<file path="config.mk">
export PLATFORM = sky130hd
export DESIGN_NAME = wf3d_mul
export DESIGN_NICKNAME = d
export VERILOG_FILES = /design/src/sv/waypoint_follower_3d_top_defines.svh /design/src/sv/wf3d_pkg.sv /design/src/sv/wf3d_mul.sv
export SDC_FILE = /design/constraint.sdc
export NUM_CORES = 1
export LEC_CHECK = 0
export ABC_CLOCK_PERIOD_IN_PS = 5200
export BUFFER_PORTS_ARGS = -buffer_cell sky130_fd_sc_hd__buf_2
export CAP_MARGIN = 20
export CORE_ASPECT_RATIO = 2
export CORE_MARGIN = 4
export CORE_UTILIZATION = 55
export DETAILED_ROUTE_END_ITERATION = 10
export PLACE_DENSITY = 0.73
export SLEW_MARGIN = 20
export SYNTH_ARGS = -nofsm -noshare
export SYNTH_HDL_FRONTEND = slang
export SYNTH_SLANG_ARGS = --single-unit
</file>
<file path="constraint.sdc">
create_clock -name aclk -period 5.2 [get_ports aclk]
set_input_delay 0.52 -clock aclk [delete_from_list [all_inputs] [get_ports aclk]]
set_output_delay 0.52 -clock aclk [all_outputs]
set_load 0.02 [all_outputs]
</file>
<file path="src/sv/waypoint_follower_3d_top_defines.svh">
// ----------------------------------------------------------------------------
// Waypoint follower assertion macros
// Shared property wrappers on aclk with reset disable.
// ----------------------------------------------------------------------------
`ifndef WAYPOINT_FOLLOWER_3D_TOP_DEFINES_SVH
`define WAYPOINT_FOLLOWER_3D_TOP_DEFINES_SVH

// Same-cycle implication.
`define WF3D_ASSERT_NOW(lbl, ante, cons, msg) \
    lbl: assert property (@(posedge aclk) disable iff (!aresetn) (ante) |-> (cons)) \
        else $error(msg);

// Next-cycle implication.
`define WF3D_ASSERT_NXT(lbl, ante, cons, msg) \
    lbl: assert property (@(posedge aclk) disable iff (!aresetn) (ante) |=> (cons)) \
        else $error(msg);

`endif

</file>
<file path="src/sv/wf3d_pkg.sv">
// ----------------------------------------------------------------------------
// Waypoint follower package
// Widths, codes and shared types of the 3D waypoint follower.
// ----------------------------------------------------------------------------
`default_nettype none

package wf3d_pkg;

    localparam int MAX_POINTS_DEF = 64;

    localparam int COORD_W  = 32;
    localparam int MAG_W    = COORD_W + 1;   // magnitude of a coordinate difference
    localparam int PROD_W   = 2 * MAG_W;     // product and radicand width
    localparam int SPEED_W  = 24;
    localparam int DT_W     = 16;
    localparam int FRAC_W   = 16;
    localparam int STEP_W   = 24;
    localparam int KIND_W   = 2;
    localparam int TIDX_W   = 6;
    localparam int PCNT_W   = 7;
    localparam int STAT_W   = 3;

    localparam int IN_DATA_W  = 112;
    localparam int OUT_DATA_W = 112;

    localparam logic [SPEED_W-1:0] SPEED_RESET = 24'd65536;
    localparam logic [MAG_W-1:0]   EPS_Q16     = 33'd66;

    localparam logic [KIND_W-1:0] KIND_TICK   = 2'd0;
    localparam logic [KIND_W-1:0] KIND_APPEND = 2'd1;
    localparam logic [KIND_W-1:0] KIND_CLEAR  = 2'd2;

    localparam logic [STAT_W-1:0] ST_MOVING  = 3'd0;
    localparam logic [STAT_W-1:0] ST_ARRIVED = 3'd1;
    localparam logic [STAT_W-1:0] ST_EMPTY   = 3'd2;
    localparam logic [STAT_W-1:0] ST_APPEND  = 3'd3;
    localparam logic [STAT_W-1:0] ST_FULL    = 3'd4;
    localparam logic [STAT_W-1:0] ST_CLEARED = 3'd5;

    // Status of an iterative arithmetic unit.
    typedef struct packed {
        logic busy;
        logic done;
    } unit_stat_t;

endpackage

`default_nettype wire

</file>
<file path="src/sv/wf3d_mul.sv">
// ----------------------------------------------------------------------------
// Bit-serial multiplier
// Unsigned shift-add multiply, one multiplier bit per cycle.
// ----------------------------------------------------------------------------
`default_nettype none

module wf3d_mul (
    input  wire logic                         aclk,
    input  wire logic                         aresetn,
    input  wire logic                         start,
    input  wire logic [wf3d_pkg::MAG_W-1:0]   a,
    input  wire logic [wf3d_pkg::MAG_W-1:0]   b,
    output logic      [wf3d_pkg::PROD_W-1:0]  prod,
    output wf3d_pkg::unit_stat_t              stat
);
    import wf3d_pkg::*;

    localparam int CNT_W = $clog2(MAG_W + 1);

    logic [PROD_W-1:0] acc_reg, a_sh_reg;
    logic [MAG_W-1:0]  b_sh_reg;
    logic [CNT_W-1:0]  cnt_reg;
    logic              busy_reg, done_reg;

    always_ff @(posedge aclk) begin
        if (!aresetn) begin
            busy_reg <= 1'b0;
            done_reg <= 1'b0;
            cnt_reg  <= '0;
        end else begin
            done_reg <= 1'b0;
            if (start && !busy_reg) begin
                acc_reg  <= '0;
                a_sh_reg <= PROD_W'(a);
                b_sh_reg <= b;
                cnt_reg  <= CNT_W'(MAG_W);
                busy_reg <= 1'b1;
            end else if (busy_reg) begin
                if (b_sh_reg[0]) begin
                    acc_reg <= acc_reg + a_sh_reg;
                end
                a_sh_reg <= a_sh_reg << 1;
                b_sh_reg <= b_sh_reg >> 1;
                cnt_reg  <= cnt_reg - 1'b1;
                if (cnt_reg == CNT_W'(1)) begin
                    busy_reg <= 1'b0;
                    done_reg <= 1'b1;
                end
            end
        end
    end

    assign prod      = acc_reg;
    assign stat.busy = busy_reg;
    assign stat.done = done_reg;

endmodule

`default_nettype wire

</file>
# Word-level counts from Yosys, hierarchy flattened
# Cells that the tools add are included.
[op_classes] muxes=12 n_eq_ne=1 n_bitwise=2 n_div=0 reduce_logical=8 shifts=0 mul=0 order_cmp=0 addsub=2
[ops] op="2-to-1 mux 66 bit" count=3
[ops] op="2-to-1 mux 33 bit" count=3
[ops] op="adder 66 bit" count=1
[ops] op="2-to-1 mux 6 bit" count=2
[ops] op="equality test 6 x 1 -> 1 bit (second input constant)" count=1
[ops] op="subtractor 6 x 1 -> 6 bit (second input constant)" count=1
[ops] op="2-to-1 mux 1 bit" count=4
[ops] op="nonzero test 2 bit" count=2
[ops] op="AND reduction 3 bit" count=1
[ops] op="OR reduction 3 bit" count=1
[ops] op="NOT 1 bit" count=2
[ops] op="AND reduction 2 bit" count=1
[ops] op="OR reduction 2 bit" count=1
[ops] op="logical AND 1 bit" count=1
[ops] op="zero test 1 bit" count=1
[totals] memories=0 rom_bits=0 out_inout_bits=68 wordCells=33 reg_bits=173 latchBits=0 in_bits=69 ram_bits=0

# Logic depth before layout (Yosys ltp)
# Gate-level depths: netlist (run 1).
[depth] depth_word=4 mapped_depth=13 ltp_nobuf=13

# Least setup slack after synthesis (run 1)
# No wires, ideal clock.
[synth_path] path_kind="register to register" start="register busy_reg" end="register acc_reg[0], in the netlist prod[0] (enable)" t_required_ns=4.688 arrival_time_ns=3.990 setup_slack_ns=0.698 path_buffers=1 path_stages_with_launch=4 period_less_slack_ns=4.502 setup_ns=0.512 cell_sequence="dfxtp_1 clkbuf_1 o21ai_0 a21oi_1"
[synth_via] elab_chain_cells=4 word_cells_on_any_way=5 classes_between="reduce/logical (5)"
[synth_rtl] element="start: declaration" line_no="wf3d_mul.sv:23" rtl="logic busy_reg, done_reg;"
[synth_rtl] element="start signal: assignment" line_no="wf3d_mul.sv:27" rtl="busy_reg <= 1'b0;"
[synth_rtl] element="start signal: assignment" line_no="wf3d_mul.sv:37" rtl="busy_reg <= 1'b1;"
[synth_rtl] element="start signal: assignment" line_no="wf3d_mul.sv:46" rtl="busy_reg <= 1'b0;"
[synth_rtl] element="zero test 1 bit" line_no="wf3d_mul.sv:32" rtl="if (start && !busy_reg) begin"
[synth_rtl] element="logical AND 1 bit" line_no="wf3d_mul.sv:32"
[synth_rtl] element="nonzero test 2 bit (no source line)"
[synth_rtl] element="AND reduction 3 bit (no source line) *"
[synth_rtl] element="end signal: assignment" line_no="wf3d_mul.sv:40" rtl="acc_reg <= acc_reg + a_sh_reg;"
[synth_rtl] element="end: declaration" line_no="wf3d_mul.sv:20" rtl="logic [PROD_W-1:0] acc_reg, a_sh_reg;"
# Every way passes the cells marked *; elsewhere a longest branch is shown, timed or not.
# A chain may end at the register's enable or synchronous reset.

# Final worst setup path (run 1)
[layout_path] start="register acc_reg[0], in the netlist prod[0]" end="register acc_reg[50], in the netlist prod[50], data pin"
[layout_via] elab_chain_cells=3
[layout_rtl] element="adder 66 bit" line_no="wf3d_mul.sv:40"
[layout_rtl] element="2-to-1 mux 66 bit" line_no="wf3d_mul.sv:39" rtl="if (b_sh_reg[0]) begin"
[layout_rtl] element="2-to-1 mux 66 bit" line_no="wf3d_mul.sv:38" rtl="end else if (busy_reg) begin"
# No other way between the ends. The select of a mux whose other input is x is not followed.

==> summary.md, run 1 <==
| Metric | Value |
|---|---|
| Syn avg cell area | 9.54 um2 |
| Fraction of layout cells with a size suffix above 1 | 15.7% |
| Port bufs | 136 |
| Hold path depth | 3 |
| Fin crit share | 72.4% |
| Ranking of synthesized cells by area | edfxtp_1, nand2_1, ha_1, a21oi_1, nor2_1 |
| CP max FO | 6 |
| Clock Skew | 0.0110 ns |
| Reg2reg path depth | 13 |
| Slew HR | 35.7% |
| Vias in the first global route | 8876 |
| Hold Startpoint | b[24] |
| Antenna Nets Post-Route | 0 |
| Placer Congestion | 0.948 |
| Pins Over Slew Limit | 0 |
| Worst slew pin tran | 0.962 ns |
| Vias per cell | 5.78 |
| Top FF cell, synth | edfxtp_1 |
| Pwr Total | 0.00444 W |
| Global-route wire length before repair | 42600 um |
| DRC violations left | 0 |
| Clock root cell | clkbuf_16 |
| Die area | 0.0217 mm2 |
| #FFs+latches synth | 173 |
| Reg2reg end | prod[50]$_SDFFCE_PP0P_ |
| Reg2reg start | prod[0]$_SDFFCE_PP0P_ |
| CP required | 5.40 ns |
| Detailed Route WL | 26300 um |
| Vias | 8601 |
| Power per Cell Area | 369 mW/mm2 |
| LEAKAGE | 5.23 nW |
| Synthesized net count | 1248 |
| Dpl hpwl | 19700 um |
| Hold Vio Cnt, Final | 0 |
| WS Path Type | flip-flop to flip-flop |
| Ports | 137 |
| Crit. Startpoint | prod[0]$_SDFFCE_PP0P_ |
| Gr usage total | 24.9% |
| Worst Hold Class | input port to flip-flop |
| Drt first pass iters | 6 |
| Hold slack | 0.320 ns |
| Number of setup violations in the final report | 0 |
| Postcts setup bufs | 0 |
| Number of flops mapped to enable cells by yosys | 165 |
| RSZ-0062 raised after global routing | false |
| VDD IR max | 0.241 mV |
| Sequential-to-total area share from yosys stat | 48.3% |
| FF-to-FF setup slack | 1.44 ns |
| Yosys top cell by area | edfxtp_1 |
| Slowest Stage Delay on Critical Path | 0.58 ns |
| Post_cts resized | 0 |
| CTS sink count | 173 |
| Worst path depth | 13 |
| Maxcap violations | 0 |
| Syn-to-layout area delta | 13.6% |
| Fmax | 0.266 GHz |
| Largest net degree at the start of global routing | 71 |
| Fin area | 0.0120 mm2 |
| Asr flop ratio synth | 0% |
| FILL cells | 1641 |
| CTS tree | yes |
| Worst Hold End | b_sh_reg[24]$_DFFE_PP_ |
| DR WL/cell | 17.7 um |
| Synthesized area | 0.0106 mm2 |
| Clock Tree Buf Depth | 2 |
| Crit. End Element | flip-flop |
| Ant diodes | 0 |
| Cells after Synth | 1111 |
| Die Width | 106 um |
| Startpoint types | flip-flop |
| Iter 0 DRT Violations | 440 |
| Number of buffers created by CTS | 17 |
| Initial core utilization | 56.0% |
| Critical path buffers and inverters | 1 |
| Initial antenna violation count | 0 |
| Delay-heaviest family, CP | compound AO/OA/AOI/OAI gates |
| Final Critical Period | 3.76 ns |
| Hold Buf Count CTS | 0 |
| Row count | 71 |
| Outcome | finished, final reports clean |
| Crit path DAT | 3.96 ns |
| Worst-skew pair later-pin latency | 0.45 ns |
| TNS Setup | 0 ns |
| Final core utilization | 63.6% |
| Remaining global-route overflow | 0 |
| Yosys warning count | 0 |
| Synth cell types | 62 |
| Share of the synthesized area in the top cell type | 46.8% |
| CTS clk-pin slew, worst paths | 0.07 ns |
| CP cell instances | ha_1, inv_1, fa_1, and2b_1, o2111ai_1, nor3b_1, o21ai_0, a211oi_2, o21ai_1, a21oi_2, o211ai_1, a21boi_0, mux2i_1 |
| Die Height | 204 um |
| Final nets | 1356 |
| Core area | 0.0189 mm2 |
| Htree depth | 4 |
| CP max stage cell | o211ai_1 |
| Placed cell area | 0.0115 mm2 |
==> cell families (layout without fill, tap and decap cells) <==
logic type / after synthesis / in the layout / synth area share [%]
and+or+nand+nor: 490 / 490 / 20.5
AOI/OAI and AO/OA: 246 / 246 / 15.8
DFF: 173 / 173 / 48.3
buffers and inverters: 83 / 204 / 3.03
adders and majority gates: 68 / 68 / 8.10
xor gates and xnor gates: 44 / 44 / 3.64
muxes: 7 / 7 / 0.661
==> layout make-up <==
cell class / instances / area [um2] / area share (%)
tap: 255 / 319 / 2.65
inverter: 29 / 111 / 0.925
clock buffer: 17 / 425 / 3.53
timing repair buffer: 143 / 733 / 6.09
sequential: 173 / 5110 / 42.5
multi-input combinational: 855 / 5190 / 43.1
clock inverter: 15 / 151 / 1.26
==> worst max-delay path by stage <==
stage,end
detailed placement,prod[50]$_SDFFCE_PP0P_
floorplan,prod[0]$_SDFFCE_PP0P_
global route,prod[52]$_SDFFCE_PP0P_
CTS,prod[50]$_SDFFCE_PP0P_
global placement,prod[50]$_SDFFCE_PP0P_
finish,prod[50]$_SDFFCE_PP0P_
==> cells in the final DEF (no fill, tap or decap), types with 19 or more instances in the layout <==
cell type    n
nor2_1      87
nand4_1     19
nor3_1      26
nand2_1    255
and2_1      40
a21oi_1     71
buf_2      136
inv_1       28
ha_1        67
a21o_1      42
edfxtp_1   165
o21ai_0     39
xnor2_1     28
==> per-layer routing <==
layer,global-route usage (%),share of wire (%),wire (um)
met1,25.2,35,9320
met2,46.7,55,14400
met3,4.74,4.4,1150
met4,13.9,5.4,1420
met5,0,0,0
==> cell usage after synthesis (3+ instances only) <==
library cell,number
nor2b_1,3
nand4_1,19
a41oi_1,4
buf_1,5
mux2i_1,7
ha_1,67
a31oi_1,9
nand2b_1,11
dfxtp_1,8
inv_1,29
xnor2_1,28
o21bai_1,15
nor3_1,26
a221o_1,3
nand3_1,17
clkbuf_1,45
nor2_1,87
and3_1,6
nor3b_1,5
and2_1,40
a21o_1,42
o21ai_0,39
nor4_1,6
a21oi_1,72
a211oi_1,8
or3_1,5
and4_1,4
o31ai_1,4
edfxtp_1,165
o21a_1,10
or2_2,3
nand2_1,255
xor2_1,16
a21boi_0,6
o211ai_1,5
a211o_1,3
a311oi_1,3
==> tightest hold or removal path, stage by stage <==
cell and delay, ns:
buf_2 0.07, nand2_1 0.04, nand2_1 0.04
==> stage by stage <==
stage / setup WS (ns) / std cells
after floorplan: 0.698 / 1111
after CTS: 1.58 / 1487
after global placement: 1.72 / 1455
after detailed placement: 1.61 / 1455
final: 1.44 / 1487
after global routing: 1.24 / 1487
==> where the power goes <==
group	leakage [nW]	internal, W	switching [W]
clock	0.267	0.000673	0.000598
sequential	1.66	0.00173	0.0000796
combinational	3.31	0.000509	0.000848
(Power assumes the default switching activity.)
==> run 2, diff against run 1 <==
--- a/config.mk
+++ b/config.mk
@@ -5,7 +5,8 @@
 export SDC_FILE = /design/constraint.sdc
 export NUM_CORES = 1
 export LEC_CHECK = 0
-export ABC_CLOCK_PERIOD_IN_PS = 5200
+export ABC_AREA = 1
+export ABC_CLOCK_PERIOD_IN_PS = 3950
 export BUFFER_PORTS_ARGS = -buffer_cell sky130_fd_sc_hd__buf_2
 export CAP_MARGIN = 20
 export CORE_ASPECT_RATIO = 2
==> constraint.sdc (replaced) <==
create_clock -name aclk -period 3.95 [get_ports aclk]
set_input_delay 0.395 -clock aclk [delete_from_list [all_inputs] [get_ports aclk]]
set_output_delay 0.395 -clock aclk [all_outputs]
set_load 0.02 [all_outputs]
==> run 2 against run 1 <==
  * Via count up 32%
  * Sequential share of layout area down 5.7 points
  * Total power up 41%
  * Setup slack worse by 0.29 ns
  * Fmax up 34%
  * Largest power group unchanged
==> summary.md, run 2 <==
| Metric | Value |
|---|---|
| Area occupied by multi-input gates | 0.00595 mm2 (+15%) |
| CP required | 4.17 ns (-1.23 ns) |
| CTS clk-pin slew, worst paths | 0.07 ns (about the same) |
| Ant diodes | 0 (unchanged) |
| Iter 0 DRT Violations | 804 (+83%) |
| RSZ-0062 raised after global routing | false |
| Global-route wire length before repair | 61200 um (+44%) |
| Fin crit share | 71.1% (-1.3 points) |
| Reg2reg start | prod[55]$_SDFFCE_PP0P_ |
| Hold Startpoint | b[4] |
| Ranking of synthesized cells by area | edfxtp_1, nand2_1, inv_1, ha_1, nor2_1 |
| LEAKAGE | 6.86 nW (+31%) |
| Die Height | 219 um (+7.3%) |
| Net switching power | 0.00233 W (+53%) |
| Cells after Synth | 1715 (+54%) |
| Port bufs | 136 (unchanged) |
| Number of flops mapped to enable cells by yosys | 165 (unchanged) |
| Final Critical Period | 2.81 ns (-0.956 ns) |
| Switching Fraction | 37.3% (+2.9 points) |
| Final core utilization | 63.0% (-0.60 points) |
| Yosys warning count | 0 (unchanged) |
| CTS tree | yes |
| Clock Skew | 0.00966 ns (-0.00133 ns) |
| CP cell instances | ha_1, nand2_1, nor2_1, inv_1, nor2_1, nand2_1, nor3_1, nand2_1, a21oi_1, nor2_1 |
| Top FF cell, synth | edfxtp_1 |
| Post_cts resized | 0 (unchanged) |
| Number of setup violations in the final report | 0 (unchanged) |
| Remaining global-route overflow | 0 (unchanged) |
| Delay-heaviest family, CP | simple AND/OR/NAND/NOR gates |
| FILL cells | 2065 (+26%) |
| Syn-to-layout area delta | 13.4% |
| Detailed Route WL | 40300 um (+53%) |
| Fmax | 0.356 GHz (+34%) |
| Worst Hold Class | input port to flip-flop |
| Hold Vio Cnt, Final | 0 (unchanged) |
| Hold slack | 0.200 ns (-0.120 ns) |
| Internal power | 0.00392 W (+34%) |
| Placer Congestion | 1.02 (+7.8%) |
| Sequential-to-total area share from yosys stat | 41.7% (-6.6 points) |
| Synthesized net count | 1852 (+48%) |
| Vias | 11400 (+32%) |
| Drt first pass iters | 5 (-1) |
| Hold Buf Count CTS | 0 (unchanged) |
| Crit path DAT | 3.03 ns (-0.93 ns) |
| Startpoint types | flip-flop |
| Clock power share | 30.4% (+1.8 points) |
| VDD IR max | 0.397 mV (+65%) |
| DRC violations left | 0 (unchanged) |
| Asr flop ratio synth | 0% (unchanged) |
| CP max FO | 4 (-2) |
| #FFs+latches synth | 173 (unchanged) |
| Clock root cell | clkbuf_16 |
| Clock Tree Buf Depth | 2 (unchanged) |
| CP max stage cell | nor3_1 |
| Die area | 0.0249 mm2 (+15%) |
| Number of buffers created by CTS | 17 (unchanged) |
| Largest net degree at the start of global routing | 105 (+48%) |
| Uppermost layer routed | met4 |
| Maxcap violations | 0 (unchanged) |
| Most common cell after layout, fill and taps aside | nand2_1 |
| Htree depth | 4 (unchanged) |
| Ports | 137 (unchanged) |
| Row count | 77 (+8.5%) |
| Critical path buffers and inverters | 1 (unchanged) |
| Vias in the first global route | 11300 (+28%) |
| WS Path Type | flip-flop to flip-flop |
| Slowest Stage Delay on Critical Path | 0.56 ns (-0.02 ns) |
| Count leader, synth | nand2_1 |
| Crit. Startpoint | prod[55]$_SDFFCE_PP0P_ |
| Share of the synthesized area in the top cell type | 40.4% (-6.4 points) |
| Final nets | 1988 (+47%) |
| Slew HR | 39.7% (+4.0 points) |
| Synth cell types | 41 (-34%) |
| Yosys top cell by area | edfxtp_1 |
| Core area | 0.0221 mm2 (+17%) |
| Part of the power in combinational logic | 31.9% (+1.3 points) |
| Seq pwr share | 37.7% (-3.1 points) |
| Initial antenna violation count | 0 (unchanged) |
| Power per Cell Area | 449 mW/mm2 (+22%) |
| DR WL/cell | 18.8 um (+6.4%) |
| Die Width | 114 um (+7.0%) |
| Synthesized area | 0.0123 mm2 (+16%) |
| Seq. cell area | 0.00512 mm2 (about the same) |
| CTS sink count | 173 (unchanged) |
| Routed wl met3 | 1350 um (+17%) |
| Initial core utilization | 55.6% (-0.41 points) |
| Synth cell count leaders | nand2_1, inv_1, nor2_1 |
| Gr usage total | 33.1% (+8.3 points) |
| Crit. End Element | flip-flop |
| Dpl hpwl | 32500 um (+64%) |
| Vias per cell | 5.31 (-8.3%) |
| Met2 wire length | 22500 um (+56%) |
| Metal-1 WL | 12900 um (+39%) |
| Antenna Nets Post-Route | 0 (unchanged) |
| Pwr Total | 0.00625 W (+41%) |
| Fraction of layout cells with a size suffix above 1 | 14.2% (-1.4 points) |
| Most frequent cells in the layout | nand2_1, inv_1, nor2_1, edfxtp_1, buf_2 |
| Worst slew pin tran | 0.905 ns (-0.0571 ns) |
| Postcts setup bufs | 0 (unchanged) |
| Syn avg cell area | 7.15 um2 (-25%) |
| Outcome | finished, final reports clean |
| Pins Over Slew Limit | 0 (unchanged) |
| Worst-skew pair later-pin latency | 0.46 ns (about the same) |
## run 2: power groups by stage
stage	Sequential [W]	Clock, W	Combinational [W]
floorplan	0.00246	0	0.00123
global placement	0.00239	0	0.00194
detailed placement	0.00240	0	0.00196
CTS	0.00236	0.00191	0.00197
global route	0.00237	0.00199	0.00219
finish	0.00236	0.00190	0.00199
## run 2: final cells by class
cell class,instances,share of cell area [%]
multi-input cells,1222,42.8
inverters,294,7.94
clock buffers,17,3.06
flip-flops and latches,173,36.8
well taps,276,2.48
repair buffers,143,5.30
clock inverters,15,1.62
## run 2: worst paths after layout
check	endpoint	slack, ns	depth (start not counted)
max reg2reg	prod[58]$_SDFFCE_PP0P_	1.14	10
min reg2reg	cnt_reg[5]$_SDFFE_PN0N_	0.47	2
max	prod[58]$_SDFFCE_PP0P_	1.14	10
min	b_sh_reg[4]$_DFFE_PP_	0.20	3
## run 2: through the flow
| stage | setup WS (ns) | instances | instance area [um2] | setup TNS [ns] |
|---|---|---|---|---|
| 2_1_floorplan | -0.0714 | 1715 | 12300 | -4.71 |
| 3_3_place_gp | 1.23 | 2108 | 13300 | 0 |
| 3_5_place_dp | 1.22 | 2108 | 13300 | 0 |
| 4_1_cts | 1.21 | 2140 | 13900 | 0 |
| 5_1_grt | 1.02 | 2140 | 13900 | 0 |
| 6_report | 1.14 | 2140 | 13900 | 0 |
## run 2: worst register-to-register path: cells and delay by family (launching register included)
family | cells | cell delay, ns
adders and majority gates | 1 | 0.42
and+or+nand+nor | 7 | 1.46
DFF | 1 | 0.43
AOI/OAI and AO/OA | 1 | 0.16
buffers and inverters | 1 | 0.10
## run 2: cell families after synthesis
family,after synthesis,share of synthesized area [%]
XOR/XNOR,4,0.286
adder cells (fa/ha/maj),68,7.00
buffers and inverters,320,9.98
flip-flops,173,41.7
AND/OR/NAND/NOR,920,31.2
AO/OA/AOI/OAI,230,9.86
## run 2: metal layers
| metal | up-vias | GRT usage, % |
|---|---|---|
| li1 | 5704 | - |
| met1 | 5206 | 30.0 |
| met2 | 311 | 63.4 |
| met3 | 132 | 5.49 |
| met4 | 0 | 24.9 |
| met5 | - | 0 |
==> run 3, diff against run 2 <==
--- a/config.mk
+++ b/config.mk
@@ -6,7 +6,7 @@
 export NUM_CORES = 1
 export LEC_CHECK = 0
 export ABC_AREA = 1
-export ABC_CLOCK_PERIOD_IN_PS = 3950
+export ABC_CLOCK_PERIOD_IN_PS = 2700
 export BUFFER_PORTS_ARGS = -buffer_cell sky130_fd_sc_hd__buf_2
 export CAP_MARGIN = 20
 export CORE_ASPECT_RATIO = 2
==> constraint.sdc (replaced) <==
create_clock -name aclk -period 2.7 [get_ports aclk]
set_input_delay 0.27 -clock aclk [delete_from_list [all_inputs] [get_ports aclk]]
set_output_delay 0.27 -clock aclk [all_outputs]
set_load 0.02 [all_outputs]
==> run 3 against run 2 <==
  * Sequential power is 46% higher
  * Critical path type unchanged
  * Critical endpoint is now prod[57]$_SDFFCE_PP0P_
  * Count of clock-buffer cells in the layout is 1 higher
  * First-iteration DRC count is 1.6% lower
  * Core utilization is 1.1 points higher
  * Largest power group unchanged
  * Wire length hardly changed
  * Non-clock buffer count is 28 higher
  * Highest routed layer unchanged
  * Register-to-register slack worse by 1.1 ns
  * Global-route usage hardly changed
  * Cell area is 1.8% higher
==> summary.md, run 3 (synthesized netlist as in run 2, its figures left out) <==
| Metric | Value |
|---|---|
| Routed wl met3 | 1360 um (+0.44%) |
| Postcts setup bufs | 0 (unchanged) |
| Worst Hold Class | input port to flip-flop |
| Fraction of layout cells with a size suffix above 1 | 15.6% (+1.4 points) |
| Most frequent cells in the layout | nand2_1, inv_1, nor2_1, edfxtp_1, buf_2 |
| Placed instance count | 2136 (+1.3%) |
| Initial core utilization | 55.6% (unchanged) |
| Internal power | 0.00573 W (+46%) |
| Uppermost layer routed | met4 |
| Reg2reg path depth | 10 (unchanged) |
| Startpoint types | flip-flop |
| Iter 0 DRT Violations | 791 (-1.6%) |
| Port bufs | 136 (unchanged) |
| Layout Cells excl Fill | 2168 (+1.3%) |
| RSZ-0062 raised after global routing | false |
| Seq pwr share | 37.6% (about the same) |
| Outcome | finished, final reports clean |
| Worst slew pin tran | 0.608 ns (-0.297 ns) |
| Worst-skew pair later-pin latency | 0.46 ns (about the same) |
| Gr usage total | 33.1% (about the same) |
| Fmax | 0.381 GHz (+7.0%) |
| CP max FO | 5 (+1) |
| Crit. End Element | flip-flop |
| Final Critical Period | 2.63 ns (-0.183 ns) |
| Part of the power in combinational logic | 33.0% (+1.1 points) |
| Hold path depth | 3 (unchanged) |
| Initial antenna violation count | 0 (unchanged) |
| Post_cts resized | 0 (unchanged) |
| CP required | 2.91 ns (-1.26 ns) |
| Htree depth | 4 (unchanged) |
| Clock root cell | clkbuf_16 |
| Placer Congestion | 1.04 (+1.3%) |
| Number of setup violations in the final report | 0 (unchanged) |
| Switching Fraction | 37.5% (+0.16 points) |
| Die area | 0.0249 mm2 (unchanged) |
| Crit path DAT | 2.83 ns (-0.20 ns) |
| Core area | 0.0221 mm2 (unchanged) |
| Dpl hpwl | 32400 um (-0.28%) |
| Slew HR | 59.5% (+20 points) |
| Power per Cell Area | 647 mW/mm2 (+44%) |
| CTS sink count | 173 (unchanged) |
| DR WL/cell | 18.6 um (-1.3%) |
| Row count | 77 (unchanged) |
| Vias in the first global route | 11700 (+2.8%) |
| Reg2reg end | prod[57]$_SDFFCE_PP0P_ |
| Fin crit share | 97.2% (+26 points) |
| Place WS | 0.0491 ns (-1.17 ns) |
| Die Height | 219 um (unchanged) |
| Metal-1 WL | 12800 um (-1.4%) |
| Post-route worst setup slack | 0.0747 ns (-1.07 ns) |
| Hold Startpoint | b[8] |
| CTS clk-pin slew, worst paths | 0.08 ns (about the same) |
| Ports | 137 (unchanged) |
| Reg2reg start | prod[41]$_SDFFCE_PP0P_ |
| Clock power share | 29.4% (-1.0 points) |
| Worst Hold End | b_sh_reg[8]$_DFFE_PP_ |
| Vias per cell | 5.29 (-0.25%) |
| Remaining global-route overflow | 0 (unchanged) |
| FILL cells | 2084 (+0.92%) |
| Hold Buf Count CTS | 0 (unchanged) |
| LEAKAGE | 7.00 nW (+2.1%) |
| Hold Vio Cnt, Final | 0 (unchanged) |
| Syn-to-layout area delta | 15.4% |
| FF-to-FF setup slack | 0.07 ns (-1.07 ns) |
| WS Path Type | flip-flop to flip-flop |
| Maxcap violations | 0 (unchanged) |
| Final nets | 2016 (+1.4%) |
| DRC violations left | 0 (unchanged) |
| Ant diodes | 0 (unchanged) |
| Antenna Nets Post-Route | 0 (unchanged) |
| Largest net degree at the start of global routing | 105 (unchanged) |
| Met2 wire length | 22400 um (-0.55%) |
| VDD IR max | 0.497 mV (+25%) |
| Clock Tree Buf Depth | 2 (unchanged) |
| Pwr Total | 0.00916 W (+47%) |
| Die Width | 114 um (unchanged) |
| Detailed Route WL | 40300 um (about the same) |
| Vias | 11500 (+1.1%) |
| Pins Over Slew Limit | 0 (unchanged) |
| Number of buffers created by CTS | 17 (unchanged) |
| Final core utilization | 64.2% (+1.1 points) |
| Net switching power | 0.00343 W (+47%) |
| Global-route wire length before repair | 61600 um (+0.68%) |
| Clock Skew | 0.00999 ns (+0.000321 ns) |
| Drt first pass iters | 5 (unchanged) |
| Hold slack | 0.0750 ns (-0.125 ns) |
| CTS tree | yes |
| Most common cell after layout, fill and taps aside | nand2_1 |
## run 3: cell types whose count changed in the layout (fill, tap and decap cells not counted), sizes merged
cell,previous run,this run
buf,143,171
clkinv,7,6
clkinvlp,0,1
bufinv,4,3
clkbuf,17,18
## run 3: cell type report
class / count / area, um2 / share of cell area, %
sequential: 173 / 5120 / 36.2
clock inverter: 14 / 196 / 1.39
clock buffer: 18 / 429 / 3.03
multi-input combinational: 1222 / 5970 / 42.2
inverter: 294 / 1100 / 7.80
tap: 276 / 345 / 2.44
timing repair buffer: 171 / 993 / 7.02
## run 3: metal layers
metal / track usage, % / vias to the layer above
met1: 29.8 / 5212
met4: 27.3 / 0
li1: - / 5775
met5: 0 / -
met2: 63.2 / 346
met3: 4.30 / 140
## run 3: critical path, stage by stage (launching register included)
cell and delay [ns]:
edfxtp_1 0.46, ha_1 0.48, nand2_1 0.20, nor2_1 0.19
inv_2 0.07, nor2_2 0.10, inv_1 0.09, nor3_2 0.24
nand3_1 0.25, a21oi_1 0.23, nor2_1 0.07
## run 3: power by group through the flow
| stage | clock network (W) | logic (W) | registers (W) |
|---|---|---|---|
| floorplan | 0 | 0.00180 | 0.00360 |
| detailed placement | 0 | 0.00298 | 0.00350 |
| CTS | 0.00272 | 0.00300 | 0.00345 |
| global placement | 0 | 0.00297 | 0.00349 |
| finish | 0.00270 | 0.00302 | 0.00344 |
| global route | 0.00282 | 0.00335 | 0.00347 |
## run 3: how the worst max path moves through the flow
stage                              start                endpoint  slack [ns]  depth (start not counted)
3_5_place_dp   a_sh_reg[0]$_SDFFCE_PN0P_  prod[60]$_SDFFCE_PP0P_        0.05                         13
3_3_place_gp       prod[0]$_SDFFCE_PP0P_  prod[46]$_SDFFCE_PP0P_        0.06                         15
4_1_cts            prod[0]$_SDFFCE_PP0P_  prod[40]$_SDFFCE_PP0P_        0.01                         12
5_1_grt            prod[0]$_SDFFCE_PP0P_  prod[40]$_SDFFCE_PP0P_        0.02                         11
2_1_floorplan        busy_reg$_SDFF_PN0_   prod[0]$_SDFFCE_PP0P_       -1.31                          3
6_report          prod[41]$_SDFFCE_PP0P_  prod[57]$_SDFFCE_PP0P_        0.07                         10
## run 3: per-stage QoR
| stage | area [um2] | TNS (ns) |
|---|---|---|
| final | 14200 | 0 |
| after global routing | 14200 | 0 |
| after CTS | 14100 | 0 |
| after detailed placement | 13500 | 0 |
| after global placement | 13500 | 0 |
| after floorplan | 12300 | -86.14 |
